### src/hdl/btc_pkg.sv
package btc_pkg;

  localparam int CURVE_POINTS_DEF = 16;

  localparam int CFG_IDX_W  = 8;
  localparam int CFG_DATA_W = 16;

  // Input item kinds
  localparam logic [2:0] KIND_TICK        = 3'd0;
  localparam logic [2:0] KIND_ZERO_CROSS  = 3'd1;
  localparam logic [2:0] KIND_TIMEOUT     = 3'd2;
  localparam logic [2:0] KIND_SWITCH      = 3'd3;
  localparam logic [2:0] KIND_CLOSE       = 3'd4;
  localparam logic [2:0] KIND_OPEN        = 3'd5;
  localparam logic [2:0] KIND_WRITE_POINT = 3'd6;

  // Breaker phases
  localparam logic [2:0] PH_OPENED  = 3'd1;
  localparam logic [2:0] PH_CLOSING = 3'd2;
  localparam logic [2:0] PH_CLOSED  = 3'd3;
  localparam logic [2:0] PH_OPENING = 3'd4;

  // Trip causes
  localparam logic [2:0] CA_EXT      = 3'd1;
  localparam logic [2:0] CA_OCP_HW   = 3'd2;
  localparam logic [2:0] CA_OCP_SW   = 3'd3;
  localparam logic [2:0] CA_OTP      = 3'd4;
  localparam logic [2:0] CA_OCP_TEST = 3'd5;
  localparam logic [2:0] CA_UVP      = 3'd6;

  // Switch open causes
  localparam logic [2:0] SC_OCP      = 3'd1;
  localparam logic [2:0] SC_OTP      = 3'd2;
  localparam logic [2:0] SC_OCP_TEST = 3'd3;
  localparam logic [2:0] SC_UVP      = 3'd4;

  // Switch commands
  localparam logic [1:0] CMD_NONE = 2'd0;
  localparam logic [1:0] CMD_ON   = 2'd1;
  localparam logic [1:0] CMD_OFF  = 2'd2;

  // Configuration register indexes
  localparam logic [CFG_IDX_W-1:0] REG_RECOVERY    = 8'd0;
  localparam logic [CFG_IDX_W-1:0] REG_POINT_COUNT = 8'd1;

  typedef enum logic [1:0] {
    ST_IDLE,
    ST_DISPATCH,
    ST_WALK,
    ST_FINISH
  } btc_state_t;

  typedef struct packed {
    logic in_ready;
    logic load_in;
    logic exec;
    logic step;
    logic load_out;
  } btc_cmd_t;

  typedef struct packed {
    logic       in_valid;
    logic [2:0] kind;
    logic       tick_go;
    logic       first;
    logic       below0;
    logic       last;
    logic       out_free;
  } btc_sts_t;

  function automatic logic [1:0] commit_cmd(input logic [2:0] phase);
    logic [1:0] c;
    c = CMD_NONE;
    if (phase == PH_CLOSING) c = CMD_ON;
    else if (phase == PH_OPENING) c = CMD_OFF;
    return c;
  endfunction

  function automatic logic [2:0] map_cause(input logic [2:0] cur, input logic [2:0] sc);
    logic [2:0] c;
    unique case (sc)
      SC_OCP:      c = CA_OCP_HW;
      SC_OTP:      c = CA_OTP;
      SC_OCP_TEST: c = CA_OCP_TEST;
      SC_UVP:      c = CA_UVP;
      default:     c = (cur == CA_OCP_SW) ? CA_OCP_SW : CA_EXT;
    endcase
    return c;
  endfunction

endpackage

### src/hdl/btc_channels.sv
interface btc_in_if;
  logic        valid;
  logic        ready;
  logic [2:0]  kind;
  logic [15:0] current_amps;
  logic        switch_closed;
  logic [2:0]  switch_cause;
  logic [3:0]  point_index;
  logic [15:0] point_current;
  logic [15:0] point_duration;

  modport source (output valid, kind, current_amps, switch_closed, switch_cause,
                  point_index, point_current, point_duration, input ready);
  modport sink (input valid, kind, current_amps, switch_closed, switch_cause,
                point_index, point_current, point_duration, output ready);
endinterface

interface btc_out_if;
  logic        valid;
  logic        ready;
  logic [1:0]  switch_command;
  logic        trip_notify;
  logic [2:0]  breaker_state;
  logic [2:0]  trip_cause;
  logic [15:0] retries_remaining;

  modport source (output valid, switch_command, trip_notify, breaker_state, trip_cause,
                  retries_remaining, input ready);
  modport sink (input valid, switch_command, trip_notify, breaker_state, trip_cause,
                retries_remaining, output ready);
endinterface

interface btc_cfg_if;
  logic        valid;
  logic        ready;
  logic [7:0]  reg_index;
  logic [15:0] data;

  modport source (output valid, reg_index, data, input ready);
  modport sink (input valid, reg_index, data, output ready);
endinterface

### src/hdl/btc_ctrl.sv
module btc_ctrl (
  input  logic              clk,
  input  logic              rst_n,
  input  btc_pkg::btc_sts_t sts,
  output btc_pkg::btc_cmd_t cmd
);
  import btc_pkg::*;

  btc_state_t state_r, state_nxt;

  always_ff @(posedge clk) begin
    if (!rst_n) begin
      state_r <= ST_IDLE;
    end else begin
      state_r <= state_nxt;
    end
  end

  always_comb begin
    state_nxt = state_r;
    cmd       = '0;
    unique case (state_r)
      ST_IDLE: begin
        cmd.in_ready = 1'b1;
        if (sts.in_valid) begin
          cmd.load_in = 1'b1;
          state_nxt   = ST_DISPATCH;
        end
      end
      ST_DISPATCH: begin
        // A tick that can count starts the walk; the read of point 0 is in flight.
        if (sts.kind == KIND_TICK && sts.tick_go) begin
          state_nxt = ST_WALK;
        end else begin
          cmd.exec  = 1'b1;
          state_nxt = ST_FINISH;
        end
      end
      ST_WALK: begin
        // Current below the first point leaves every counter untouched.
        if (sts.first && sts.below0) begin
          state_nxt = ST_FINISH;
        end else begin
          cmd.step = 1'b1;
          if (sts.last) state_nxt = ST_FINISH;
        end
      end
      ST_FINISH: begin
        if (sts.out_free) begin
          cmd.load_out = 1'b1;
          state_nxt    = ST_IDLE;
        end
      end
      default: state_nxt = ST_IDLE;
    endcase
  end

  a_accept_dispatch: assert property (@(posedge clk) disable iff (!rst_n)
    (state_r == ST_IDLE && sts.in_valid) |=> (state_r == ST_DISPATCH))
    else $error("accepted item did not reach dispatch");

  a_walk_tick: assert property (@(posedge clk) disable iff (!rst_n)
    (state_r == ST_WALK) |-> (sts.kind == KIND_TICK && sts.tick_go))
    else $error("curve walk without an armed tick");

  a_finish_idle: assert property (@(posedge clk) disable iff (!rst_n)
    (state_r == ST_FINISH && sts.out_free) |=> (state_r == ST_IDLE))
    else $error("finished item did not release the controller");

endmodule

### src/hdl/btc_datapath.sv
module btc_datapath #(
  parameter int CURVE_POINTS = btc_pkg::CURVE_POINTS_DEF
) (
  input  logic              clk,
  input  logic              rst_n,
  btc_in_if.sink            in_ch,
  btc_out_if.source         out_ch,
  btc_cfg_if.sink           cfg_ch,
  input  btc_pkg::btc_cmd_t cmd,
  output btc_pkg::btc_sts_t sts
);
  import btc_pkg::*;

  localparam int IW  = (CURVE_POINTS > 1) ? $clog2(CURVE_POINTS) : 1;
  localparam int NW0 = $clog2(CURVE_POINTS + 1);
  localparam int NW  = (NW0 > 5) ? NW0 : 5;

  // Configuration
  logic [15:0] recovery_r;
  logic [4:0]  point_count_r;

  // Latched input item
  logic [2:0]  kind_r;
  logic [15:0] amps_r;
  logic        sw_closed_r;
  logic [2:0]  sw_cause_r;
  logic [3:0]  pidx_r;
  logic [15:0] pcur_r;
  logic [15:0] pdur_r;

  // Breaker state
  logic [2:0]  phase_r, phase_nxt;
  logic [2:0]  cause_r, cause_nxt;
  logic [15:0] retries_r, retries_nxt;
  logic        armed_r, armed_nxt;
  logic        pending_r, pending_nxt;
  logic [1:0]  swcmd_r, swcmd_nxt;
  logic        notify_r, notify_nxt;

  // Curve walk
  logic [IW-1:0] wi_r;
  logic [IW-1:0] rd_addr;
  logic          trip_r;
  logic [NW-1:0] n_pts;

  logic [15:0] thr_mem  [CURVE_POINTS];
  logic [15:0] dur_mem  [CURVE_POINTS];
  logic [15:0] hold_mem [CURVE_POINTS];
  logic [CURVE_POINTS-1:0] tbl_vld_r;
  logic [CURVE_POINTS-1:0] hold_vld_r;
  logic [15:0] thr_q_r, dur_q_r, hold_q_r;
  logic        tv_q_r, hv_q_r;

  logic [15:0] thr_eff, dur_eff, hold_cur, hold_new;
  logic        step_trip, trip_any, tbl_we, hold_clr;
  logic [IW-1:0] wr_idx;
  logic [2:0]  cause_mapped;

  // Output register
  logic        out_valid_r;
  logic [1:0]  o_cmd_r;
  logic        o_notify_r;
  logic [2:0]  o_state_r;
  logic [2:0]  o_cause_r;
  logic [15:0] o_retries_r;

  assign in_ch.ready  = cmd.in_ready;
  assign cfg_ch.ready = 1'b1;

  assign n_pts = (int'(point_count_r) > CURVE_POINTS) ? NW'(CURVE_POINTS) : NW'(point_count_r);

  assign rd_addr = cmd.step ? wi_r + IW'(1) : wi_r;
  assign wr_idx  = IW'(pidx_r);
  assign tbl_we  = cmd.exec && kind_r == KIND_WRITE_POINT && int'(pidx_r) < CURVE_POINTS;
  assign hold_clr = cmd.exec && kind_r == KIND_CLOSE && phase_r != PH_CLOSED;

  // Entries never written read as zero.
  assign thr_eff  = tv_q_r ? thr_q_r : 16'd0;
  assign dur_eff  = tv_q_r ? dur_q_r : 16'd0;
  assign hold_cur = hv_q_r ? hold_q_r : 16'd0;
  assign hold_new = (amps_r >= thr_eff) ? ((hold_cur == 16'hFFFF) ? hold_cur : hold_cur + 16'd1)
                                        : 16'd0;
  assign step_trip = hold_new >= dur_eff;
  assign trip_any  = trip_r | step_trip;

  assign sts.in_valid = in_ch.valid;
  assign sts.kind     = kind_r;
  assign sts.tick_go  = armed_r && n_pts != '0;
  assign sts.first    = wi_r == '0;
  assign sts.below0   = amps_r < thr_eff;
  assign sts.last     = (NW'(wi_r) + NW'(1)) == n_pts;
  assign sts.out_free = !out_valid_r || out_ch.ready;

  assign cause_mapped = map_cause(cause_r, sw_cause_r);

  always_comb begin
    phase_nxt   = phase_r;
    cause_nxt   = cause_r;
    retries_nxt = retries_r;
    armed_nxt   = armed_r;
    pending_nxt = pending_r;
    swcmd_nxt   = swcmd_r;
    notify_nxt  = notify_r;
    if (cmd.load_in) begin
      swcmd_nxt  = CMD_NONE;
      notify_nxt = 1'b0;
    end
    if (cmd.exec) begin
      unique case (kind_r)
        KIND_ZERO_CROSS: begin
          pending_nxt = 1'b0;
          swcmd_nxt   = commit_cmd(phase_r);
        end
        KIND_TIMEOUT: begin
          if (pending_r) begin
            pending_nxt = 1'b0;
            swcmd_nxt   = commit_cmd(phase_r);
          end
        end
        KIND_SWITCH: begin
          pending_nxt = 1'b0;
          if (sw_closed_r) begin
            phase_nxt = PH_CLOSED;
            cause_nxt = CA_EXT;
          end else begin
            phase_nxt = PH_OPENED;
            cause_nxt = cause_mapped;
            if (cause_mapped == CA_OCP_SW) begin
              notify_nxt = 1'b1;
            end else if (cause_mapped == CA_OCP_HW) begin
              // Hardware overcurrent re-closes while retries remain.
              if (retries_r == '0) begin
                notify_nxt = 1'b1;
              end else begin
                retries_nxt = retries_r - 16'd1;
                phase_nxt   = PH_CLOSING;
                pending_nxt = 1'b1;
              end
            end
          end
        end
        KIND_CLOSE: begin
          if (phase_r != PH_CLOSED) begin
            retries_nxt = recovery_r;
            phase_nxt   = PH_CLOSING;
            cause_nxt   = CA_EXT;
            pending_nxt = 1'b1;
            armed_nxt   = 1'b1;
          end
        end
        KIND_OPEN: begin
          if (phase_r != PH_OPENED) begin
            retries_nxt = '0;
            phase_nxt   = PH_OPENING;
            cause_nxt   = CA_EXT;
            pending_nxt = 1'b1;
            armed_nxt   = 1'b0;
          end
        end
        default: begin
        end
      endcase
    end
    if (cmd.step && sts.last && trip_any) begin
      retries_nxt = '0;
      phase_nxt   = PH_OPENING;
      cause_nxt   = CA_OCP_SW;
      pending_nxt = 1'b1;
      armed_nxt   = 1'b0;
    end
  end

  always_ff @(posedge clk) begin
    if (!rst_n) begin
      recovery_r    <= '0;
      point_count_r <= '0;
      phase_r       <= PH_OPENED;
      cause_r       <= CA_EXT;
      retries_r     <= '0;
      armed_r       <= 1'b1;
      pending_r     <= 1'b1;
      swcmd_r       <= CMD_NONE;
      notify_r      <= 1'b0;
      out_valid_r   <= 1'b0;
      tbl_vld_r     <= '0;
      hold_vld_r    <= '0;
      wi_r          <= '0;
      trip_r        <= 1'b0;
    end else begin
      if (cfg_ch.valid) begin
        if (cfg_ch.reg_index == REG_RECOVERY) recovery_r <= cfg_ch.data;
        else if (cfg_ch.reg_index == REG_POINT_COUNT) point_count_r <= cfg_ch.data[4:0];
      end
      phase_r   <= phase_nxt;
      cause_r   <= cause_nxt;
      retries_r <= retries_nxt;
      armed_r   <= armed_nxt;
      pending_r <= pending_nxt;
      swcmd_r   <= swcmd_nxt;
      notify_r  <= notify_nxt;
      if (cmd.load_out) out_valid_r <= 1'b1;
      else if (out_ch.ready) out_valid_r <= 1'b0;
      if (tbl_we) tbl_vld_r[wr_idx] <= 1'b1;
      if (hold_clr) hold_vld_r <= '0;
      else if (cmd.step) hold_vld_r[wi_r] <= 1'b1;
      if (cmd.load_in) begin
        wi_r   <= '0;
        trip_r <= 1'b0;
      end else if (cmd.step) begin
        wi_r   <= wi_r + IW'(1);
        trip_r <= trip_any;
      end
    end
  end

  always_ff @(posedge clk) begin
    if (cmd.load_in) begin
      kind_r      <= in_ch.kind;
      amps_r      <= in_ch.current_amps;
      sw_closed_r <= in_ch.switch_closed;
      sw_cause_r  <= in_ch.switch_cause;
      pidx_r      <= in_ch.point_index;
      pcur_r      <= in_ch.point_current;
      pdur_r      <= in_ch.point_duration;
    end
    if (cmd.load_out) begin
      o_cmd_r     <= swcmd_r;
      o_notify_r  <= notify_r;
      o_state_r   <= phase_r;
      o_cause_r   <= cause_r;
      o_retries_r <= retries_r;
    end
  end

  // Curve memories, one point read per cycle.
  always_ff @(posedge clk) begin
    thr_q_r  <= thr_mem[rd_addr];
    dur_q_r  <= dur_mem[rd_addr];
    hold_q_r <= hold_mem[rd_addr];
    tv_q_r   <= tbl_vld_r[rd_addr];
    hv_q_r   <= hold_vld_r[rd_addr];
    if (tbl_we) begin
      thr_mem[wr_idx] <= pcur_r;
      dur_mem[wr_idx] <= pdur_r;
    end
    if (cmd.step) hold_mem[wi_r] <= hold_new;
  end

  assign out_ch.valid             = out_valid_r;
  assign out_ch.switch_command    = o_cmd_r;
  assign out_ch.trip_notify       = o_notify_r;
  assign out_ch.breaker_state     = o_state_r;
  assign out_ch.trip_cause        = o_cause_r;
  assign out_ch.retries_remaining = o_retries_r;

  a_trip_apply: assert property (@(posedge clk) disable iff (!rst_n)
    (cmd.step && sts.last && trip_any) |=>
      (!armed_r && phase_r == PH_OPENING && cause_r == CA_OCP_SW && retries_r == '0))
    else $error("curve trip not applied");

  a_walk_bound: assert property (@(posedge clk) disable iff (!rst_n)
    cmd.step |-> (NW'(wi_r) < n_pts))
    else $error("curve walk beyond points in use");

  a_out_load: assert property (@(posedge clk) disable iff (!rst_n)
    cmd.load_out |=> out_valid_r)
    else $error("result register not loaded");

endmodule

### src/hdl/breaker_trip_curve_controller_core.sv
// Channel  Direction  Fields
// in_ch    sink       kind, current_amps, switch_closed, switch_cause, point_index,
//                     point_current, point_duration
// out_ch   source     switch_command, trip_notify, breaker_state, trip_cause,
//                     retries_remaining
// cfg_ch   sink       reg_index, data (0 retry_budget, 1 point_count)
//
// An accepted item goes through the dispatch state, then the finish state, to the load of
// the result register; a tick that walks the curve passes through the walk state between
// them, also when its current lies below the first point. The next item can be accepted the cycle after.
// The tick time is set by the curve walk, one point per cycle through the curve memories.
// Reset is synchronous and clears configuration, breaker state and the curve valid bits.
// The result register lets the next item be accepted while a result waits; a new result
// waits in the controller until the register is free.
module breaker_trip_curve_controller_core #(
  parameter int CURVE_POINTS = btc_pkg::CURVE_POINTS_DEF
) (
  input  logic      clk,
  input  logic      rst_n,
  btc_in_if.sink    in_ch,
  btc_out_if.source out_ch,
  btc_cfg_if.sink   cfg_ch
);
  import btc_pkg::*;

  btc_cmd_t cmd;
  btc_sts_t sts;

  btc_ctrl u_ctrl (
    .clk   (clk),
    .rst_n (rst_n),
    .sts   (sts),
    .cmd   (cmd)
  );

  btc_datapath #(
    .CURVE_POINTS (CURVE_POINTS)
  ) u_datapath (
    .clk    (clk),
    .rst_n  (rst_n),
    .in_ch  (in_ch),
    .out_ch (out_ch),
    .cfg_ch (cfg_ch),
    .cmd    (cmd),
    .sts    (sts)
  );

endmodule

### src/flat_wrapper.sv
// flat-port wrapper written by rule: the top's interface ports become plain ports
module breaker_trip_curve_controller_core_flat import btc_pkg::*;
#(
  parameter int CURVE_POINTS = btc_pkg::CURVE_POINTS_DEF
)
  (clk, rst_n, in_ch_valid, in_ch_kind, in_ch_current_amps, in_ch_switch_closed, in_ch_switch_cause, in_ch_point_index, in_ch_point_current, in_ch_point_duration, in_ch_ready, out_ch_valid, out_ch_switch_command, out_ch_trip_notify, out_ch_breaker_state, out_ch_trip_cause, out_ch_retries_remaining, out_ch_ready, cfg_ch_valid, cfg_ch_reg_index, cfg_ch_data, cfg_ch_ready);
  btc_in_if in_ch_i ();
  btc_out_if out_ch_i ();
  btc_cfg_if cfg_ch_i ();
  input  logic clk;
  input  logic rst_n;
  input wire logic [$bits(in_ch_i.valid)-1:0] in_ch_valid;
  input wire logic [$bits(in_ch_i.kind)-1:0] in_ch_kind;
  input wire logic [$bits(in_ch_i.current_amps)-1:0] in_ch_current_amps;
  input wire logic [$bits(in_ch_i.switch_closed)-1:0] in_ch_switch_closed;
  input wire logic [$bits(in_ch_i.switch_cause)-1:0] in_ch_switch_cause;
  input wire logic [$bits(in_ch_i.point_index)-1:0] in_ch_point_index;
  input wire logic [$bits(in_ch_i.point_current)-1:0] in_ch_point_current;
  input wire logic [$bits(in_ch_i.point_duration)-1:0] in_ch_point_duration;
  output wire logic [$bits(in_ch_i.ready)-1:0] in_ch_ready;
  output wire logic [$bits(out_ch_i.valid)-1:0] out_ch_valid;
  output wire logic [$bits(out_ch_i.switch_command)-1:0] out_ch_switch_command;
  output wire logic [$bits(out_ch_i.trip_notify)-1:0] out_ch_trip_notify;
  output wire logic [$bits(out_ch_i.breaker_state)-1:0] out_ch_breaker_state;
  output wire logic [$bits(out_ch_i.trip_cause)-1:0] out_ch_trip_cause;
  output wire logic [$bits(out_ch_i.retries_remaining)-1:0] out_ch_retries_remaining;
  input wire logic [$bits(out_ch_i.ready)-1:0] out_ch_ready;
  input wire logic [$bits(cfg_ch_i.valid)-1:0] cfg_ch_valid;
  input wire logic [$bits(cfg_ch_i.reg_index)-1:0] cfg_ch_reg_index;
  input wire logic [$bits(cfg_ch_i.data)-1:0] cfg_ch_data;
  output wire logic [$bits(cfg_ch_i.ready)-1:0] cfg_ch_ready;
  assign in_ch_i.valid = in_ch_valid;
  assign in_ch_i.kind = in_ch_kind;
  assign in_ch_i.current_amps = in_ch_current_amps;
  assign in_ch_i.switch_closed = in_ch_switch_closed;
  assign in_ch_i.switch_cause = in_ch_switch_cause;
  assign in_ch_i.point_index = in_ch_point_index;
  assign in_ch_i.point_current = in_ch_point_current;
  assign in_ch_i.point_duration = in_ch_point_duration;
  assign in_ch_ready = in_ch_i.ready;
  assign out_ch_valid = out_ch_i.valid;
  assign out_ch_switch_command = out_ch_i.switch_command;
  assign out_ch_trip_notify = out_ch_i.trip_notify;
  assign out_ch_breaker_state = out_ch_i.breaker_state;
  assign out_ch_trip_cause = out_ch_i.trip_cause;
  assign out_ch_retries_remaining = out_ch_i.retries_remaining;
  assign out_ch_i.ready = out_ch_ready;
  assign cfg_ch_i.valid = cfg_ch_valid;
  assign cfg_ch_i.reg_index = cfg_ch_reg_index;
  assign cfg_ch_i.data = cfg_ch_data;
  assign cfg_ch_ready = cfg_ch_i.ready;
  breaker_trip_curve_controller_core #(.CURVE_POINTS(CURVE_POINTS)) u_core (.clk(clk), .rst_n(rst_n), .in_ch(in_ch_i), .out_ch(out_ch_i), .cfg_ch(cfg_ch_i));
endmodule
### config.mk
export PLATFORM = sky130hd
export DESIGN_NAME = breaker_trip_curve_controller_core_flat
export DESIGN_NICKNAME = d
export VERILOG_FILES = /design/src/hdl/btc_pkg.sv /design/src/hdl/btc_channels.sv /design/src/hdl/btc_ctrl.sv /design/src/hdl/btc_datapath.sv /design/src/hdl/breaker_trip_curve_controller_core.sv /design/src/flat_wrapper.sv
export SDC_FILE = /design/constraint.sdc
export NUM_CORES = 1
export LEC_CHECK = 0
export ABC_AREA = 1
export BUFFER_PORTS_ARGS = -buffer_cell sky130_fd_sc_hd__buf_4
export CORE_ASPECT_RATIO = 1.4
export CORE_MARGIN = 8
export CORE_UTILIZATION = 40
export DETAILED_ROUTE_END_ITERATION = 8
export GPL_TIMING_DRIVEN = 0
export SETUP_SLACK_MARGIN = 0.3
export SYNTH_ARGS = -nofsm -noshare
export SYNTH_HDL_FRONTEND = slang
export SYNTH_HIERARCHICAL = 1
export SYNTH_SLANG_ARGS = --single-unit
### constraint.sdc
create_clock -name clk -period 7 [get_ports clk]
set_input_delay 0.35 -clock clk [delete_from_list [all_inputs] [get_ports clk]]
set_output_delay 0.35 -clock clk [all_outputs]
set_load 0.01 [all_outputs]
==> results.md, run 1 <==
* Commonest cells in the netlist: edfxtp_1 (852), nor2_1 (588), o21ai_0 (425)
* Vias per inst at 5.68
* Drt drc at 1
* Fill cells at 8847
* Dominant cells by area after synthesis: edfxtp_1 (65%), dfxtp_1 (7.0%), nor2_1 (5.6%)
* Final Hold Viols at 0
* Switch share at 36.0%
* Comb pwr share at 29.7%
* Mapped Nets at 3315
* Area Growth Syn to Fin at 18.0%
* H-tree depth at 3
* Antenna violations before repair at 1
* Top fanout value on the critical path at 17
* Clk_skew at 0.0205 ns
* Ys flop type: edfxtp_1
* Synth area leader: edfxtp_1
* Peak supply drop at 0.266 mV
* Synthesis-stage register bit count at 990
* Ys async rst share at 0%
* Iter 0 DRT Violations at 3011
* Nets at 3632
* Fin crit share at 91.7%
* Rel. slew slack at 7.86%
* Critical path launch point type: flip-flop
* Post-cts hold buffer count at 79
* Tmin final at 6.42 ns
* ANT nets after route at 0
* Total GRT Usage at 22.9%
* Seq/Total Area, Yosys at 71.9%
* Flop pwr share at 41.4%
* Reg clk slew, reported paths at 0.06 ns
* Syn Area/Cell at 12.4 um2
* Multi-input logic area at 9790 um2
* Worst path required time at 7.61 ns
* Total number of yosys warnings at 6
* EDFF count, synth at 852
* Fmax at 0.156 GHz
* HP Class: input pin to flip-flop
* Detailed Place HPWL at 83500 um
* CP arrival at 7.03 ns
* Setup Fix Bufs, Post-CTS at 0
* Root Buffer Master: clkbuf_16
* Status: complete, but fails checks
* Failing checks: design-rule violations
* Slowest cell on crit path: clkbuf_1
* Grt ovf at 0
* CTS tree: yes
* Vias at 27747
* Setup TNS at 0 ns
* CTS Buf Count at 92
* Yosys cell types at 50
* Die Span Y at 387 um
* DR pass1 iterations at 7
* Clock Latency Late Sink at 0.70 ns
* P_sw at 0.00639 W
* Leak Pwr at 16.1 nW
* Power Density at 382 nW/um2
* Yosys top cell area share at 64.9%
* Setup violators final at 0
* Clock sinks at 990
* Gate Count Post-Synth at 3184
* CP cell instances: clkbuf_1 -> nand2_1 -> ha_1 -> a21oi_1 -> o21ai_0 -> nand2_1 -> o211ai_1 -> a21oi_1 -> nand2_1 -> clkbuf_1 -> nand2_1 -> inv_1 -> ha_1 -> nand2_1 -> nor2_1 -> and2_1 -> nor2_1 -> nand3_1 -> nand2_1 -> nand2_1 -> nand2_4 -> nand2_4 -> buf_4 -> a21oi_1
* Slew Viols, Final at 0
* Final GP Congestion at 0.899
* I/O pin cnt at 116
* WL per Instance at 26.0 um
* Slew @ Worst Pin at 1.38 ns
* Crit path capture type: flip-flop
* Cell with the most instances after synthesis: edfxtp_1
* Biggest regs: u_core/u_datapath/dur_mem: 256 flops, u_core/u_datapath/hold_mem: 256 flops, u_core/u_datapath/thr_mem: 256 flops
* Cell area after synthesis at 39400 um2
* CORE AREA at 98000 um2
* Vias in the first global route at 27471
* Int Power at 0.0114 W
* Final hold slack at 0.0669 ns
* Unrepaired setup endpoints after global routing: false
* Die W at 281 um
* Fraction of layout cells with a size suffix above 1 at 12.9%
* CP most frequent cell: nand2_1
* Clk buf depth at 3
* Drt total wl at 127000 um
* WS Path Type: flip-flop to flip-flop
* Site row count at 136
* First-pass GRT wire length at 184000 um
* Pin count of the biggest net entering global routing at 58
* Max stage delay on crit path at 0.75 ns
* Die area at 109000 um2
* CTS resizes at 0
* # port buffers at 113
* Clk network pwr share at 28.9%
* # diodes at 0
* Starting Density at 40.2%
* Max-cap violations at 0
* Reg area at 28300 um2
## power groups by stage
stage               Combinational, W  Sequential [W]  Clock (W)
finish                       0.00528         0.00735    0.00513
floorplan                    0.00300         0.00733          0
global route                 0.00563         0.00738    0.00541
global placement             0.00503         0.00747          0
detailed placement           0.00514         0.00747          0
CTS                          0.00520         0.00735    0.00519
## through the flow
stage	cells	worst slack, ns	utilization, %	total power (W)	area (um2)
after floorplan	3184	3.50	-	0.0103	39400
after global placement	4608	0.705	42.8	0.0125	41900
after detailed placement	4639	0.634	43.6	0.0126	42700
after CTS	4887	0.616	47.5	0.0177	46500
after global routing	4887	0.367	47.5	0.0184	46500
final	4887	0.579	47.5	0.0178	46500
## cells in the final DEF (no fill, tap or decap), drive strengths merged, types with 57 or more instances in the layout
cell / synthesis / layout
nor2: 594 / 594
o221ai: 143 / 143
nand3: 89 / 89
nand2: 317 / 317
dlygate4sd3: 0 / 79
o211ai: 59 / 59
o22ai: 57 / 57
clkbuf: 100 / 220
edfxtp: 852 / 852
buf: 90 / 234
dfxtp: 138 / 138
o21ai: 446 / 446
inv: 130 / 134
## cell type report
class	instances	area share, %
inverters	132	1.09
plain buffers	190	2.00
flip-flops and latches	990	60.9
clock buffers	120	5.37
repair buffers	223	4.87
clock inverters	49	1.19
well taps	1311	3.53
multi-input cells	1872	21.0
## critical path: cells and delay by family, from the launching register on
family	cells	cell delay [ns]
AOI/OAI and AO/OA	5	1.10
and+or+nand+nor	13	2.01
DFF	1	0.48
buffers and inverters	4	1.97
adders and majority gates	2	0.74
## kinds of logic (layout without fill, tap and decap cells)
kind of cell               Yosys count  after routing  share of synthesized area [%]
and+or+nand+nor                   1047           1047                           10.9
DFF                                990            990                           71.9
AOI/OAI and AO/OA                  767            767                           11.9
buffers and inverters              322            714                           3.64
adders and majority gates           43             43                           1.36
xor gates and xnor gates            14             14                          0.311
other                                1              1                        0.00951
## routing by layer
metal / global-route usage [%] / routed length, um
met1: 27.6 / 47700
met2: 39.0 / 62700
met3: 4.14 / 10000
met4: 11.5 / 6830
met5: 0 / 0
## final timing paths
kind	cells past startpoint	slack, ns	startpoint	to
max reg2reg	24	0.58	u_core/u_datapath/tv_q_r	u_core/u_datapath/retries_r[9]
min	3	0.07	in_ch_valid	u_core/u_datapath/pdur_r[15]
min reg2reg	0	0.44	u_core/u_datapath/notify_r	u_core/u_datapath/out_ch.trip_notify
max	24	0.58	u_core/u_datapath/tv_q_r	u_core/u_datapath/retries_r[9]
(Power assumes the default switching activity.)
==> run 2: changes to the inputs <==
==> constraint.sdc (replaced) <==
create_clock -name clk -period 7 [get_ports clk]
set_input_delay 0.7 -clock clk [delete_from_list [all_inputs] [get_ports clk]]
set_output_delay 0.7 -clock clk [all_outputs]
set_load 0.01 [all_outputs]
==> run 2 against run 1 <==
Net effect:
- global-route usage shrank 0.11 points
- sequential power is essentially flat
- routed wire length shrank 0.66%
- sequential share of layout area grew 1.0 points
- the flow now finishes without violations
- clock power is essentially flat
- worst hold slack gained 0.11 ns
- first-iteration DRC count shrank 1.2%
==> results.md, run 2 (synthesis results as in run 1) <==
* CTS resizes at 0 (unchanged)
* Setup Fix Bufs, Post-CTS at 0 (unchanged)
* Rel. slew slack at 6.80% (-1.1 points)
* Leak Pwr at 15.8 nW (-2.1%)
* Area Growth Syn to Fin at 16.0%
* Nets at 3553 (-2.2%)
* Most frequent cells in the layout: edfxtp_1 (852), nor2_1 (560), o21ai_0 (425)
* First-pass GRT wire length at 182000 um (-0.63%)
* Max-cap violations at 0 (unchanged)
* Tmin final at 6.49 ns (+0.0641 ns)
* Fin crit share at 92.6% (+0.92 points)
* Setup violators final at 0 (unchanged)
* Site row count at 136 (unchanged)
* CTS Buf Count at 92 (unchanged)
* Iter 0 DRT Violations at 2976 (-1.2%)
* Peak supply drop at 0.267 mV (+0.33%)
* Die Span Y at 387 um (unchanged)
* Post-cts hold buffer count at 0 (-100%)
* Worst path required time at 7.61 ns (about the same)
* HP Class: input pin to flip-flop
* Clk_skew at 0.0198 ns (-0.000702 ns)
* # port buffers at 113 (unchanged)
* Power Density at 387 nW/um2 (+1.4%)
* Drt drc at 0 (-1)
* CTS tree: yes
* Clock sinks at 990 (unchanged)
* Crit path capture type: flip-flop
* Status: complete, no violations
* H-tree depth at 3 (unchanged)
* Biggest regs: u_core/u_datapath/dur_mem: 256 flops, u_core/u_datapath/hold_mem: 256 flops, u_core/u_datapath/thr_mem: 256 flops
* I/O pin cnt at 116 (unchanged)
* Vias at 27446 (-1.1%)
* Pin count of the biggest net entering global routing at 58 (unchanged)
* Die area at 109000 um2 (unchanged)
* Top fanout value on the critical path at 17 (unchanged)
* WS Path Type: flip-flop to flip-flop
* Antenna violations before repair at 1 (unchanged)
* ANT nets after route at 0 (unchanged)
* DR pass1 iterations at 8 (+1)
* Starting Density at 40.2% (unchanged)
* CORE AREA at 98000 um2 (unchanged)
* Clk buf depth at 3 (unchanged)
* Grt ovf at 0 (unchanged)
* Detailed Place HPWL at 83500 um (unchanged)
* Clock Latency Late Sink at 0.69 ns (about the same)
* Reg clk slew, reported paths at 0.06 ns (about the same)
* Setup TNS at 0 ns (unchanged)
* Post-layout util at 46.7% (-0.80 points)
* Final GP Congestion at 0.899 (unchanged)
* Fmax at 0.154 GHz (-0.99%)
* Critical path launch point type: flip-flop
* Root Buffer Master: clkbuf_16
* Slew @ Worst Pin at 1.40 ns (+0.0159 ns)
* Total GRT Usage at 22.8% (-0.11 points)
* Drt total wl at 126000 um (-0.66%)
* Unrepaired setup endpoints after global routing: false
* Final Hold Viols at 0 (unchanged)
* WL per Instance at 26.3 um (+0.95%)
* Most common cell after layout, fill and taps aside: edfxtp_1
* Vias in the first global route at 27114 (-1.3%)
* Vias per inst at 5.71 (+0.52%)
* Fraction of layout cells with a size suffix above 1 at 13.2% (+0.29 points)
* Slew Viols, Final at 0 (unchanged)
* Die W at 281 um (unchanged)
* CP arrival at 7.09 ns (+0.06 ns)
[run 2: through the flow]
stage          std cells  total power [W]  area [um2]  setup WS (ns)  hold slack, ns
6_report            4809           0.0177       45700          0.515           0.181
5_1_grt             4808           0.0184       45700          0.357           0.157
4_1_cts             4808           0.0177       45700          0.616           0.137
3_5_place_dp        4639           0.0126       42700          0.634           0.431
3_3_place_gp        4608           0.0125       41900          0.705           0.419
2_1_floorplan       3184           0.0103       39400           3.50           0.409
[run 2: power breakdown]
part | internal, W | total (W) | switching, W
logic | 0.00141 | 0.00524 | 0.00383
clock network | 0.00290 | 0.00512 | 0.00222
registers | 0.00702 | 0.00735 | 0.000327
total | 0.0113 | 0.0177 | 0.00637
[run 2: final timing paths]
| check | start | end | slack, ns | depth (start not counted) |
|---|---|---|---|---|
| worst max register to register | u_core/u_datapath/tv_q_r | u_core/u_datapath/retries_r[9] | 0.51 | 24 |
| worst max-delay path | u_core/u_datapath/tv_q_r | u_core/u_datapath/retries_r[9] | 0.51 | 24 |
| worst min register to register | u_core/u_datapath/notify_r | u_core/u_datapath/out_ch.trip_notify | 0.44 | 0 |
| worst min-delay path | in_ch_current_amps[1] | u_core/u_datapath/amps_r[1] | 0.18 | 1 |
[run 2: worst max-delay path: stages (launching register included)]
cell and delay (ns):
dfxtp_1 0.49, clkbuf_1 0.75, nand2_1 0.21, ha_1 0.36
a21oi_1 0.08, o21ai_0 0.27, nand2_1 0.10, o211ai_1 0.30
a21oi_1 0.37, nand2_1 0.47, clkbuf_1 0.46, nand2_1 0.11
inv_1 0.58, ha_1 0.38, nand2_1 0.08, nor2_1 0.04
and2_1 0.13, nor2_1 0.08, nand3_1 0.08, nand2_1 0.14
nand2_1 0.23, nand2_4 0.20, nand2_4 0.13, buf_4 0.21
a21oi_1 0.12
[run 2: layer usage]
| metal | up-vias | wire length [um] | GRT usage [%] |
|---|---|---|---|
| li1 | 12100 | - | - |
| met1 | 13655 | 47300 | 27.5 |
| met2 | 1368 | 62300 | 38.7 |
| met3 | 323 | 10200 | 4.12 |
| met4 | 0 | 6660 | 11.4 |
| met5 | - | 0 | 0 |
[run 2: layout make-up]
type                       instances  area [um2]
fill                            8929       52300
clock inverter                    49         556
inverter                         132         505
clock buffer                     120        2500
multi-input combinational       1872        9790
tap                             1311        1640
antenna                            1        2.50
buffer                           190         931
sequential                       990       28300
timing repair buffer             144        1480
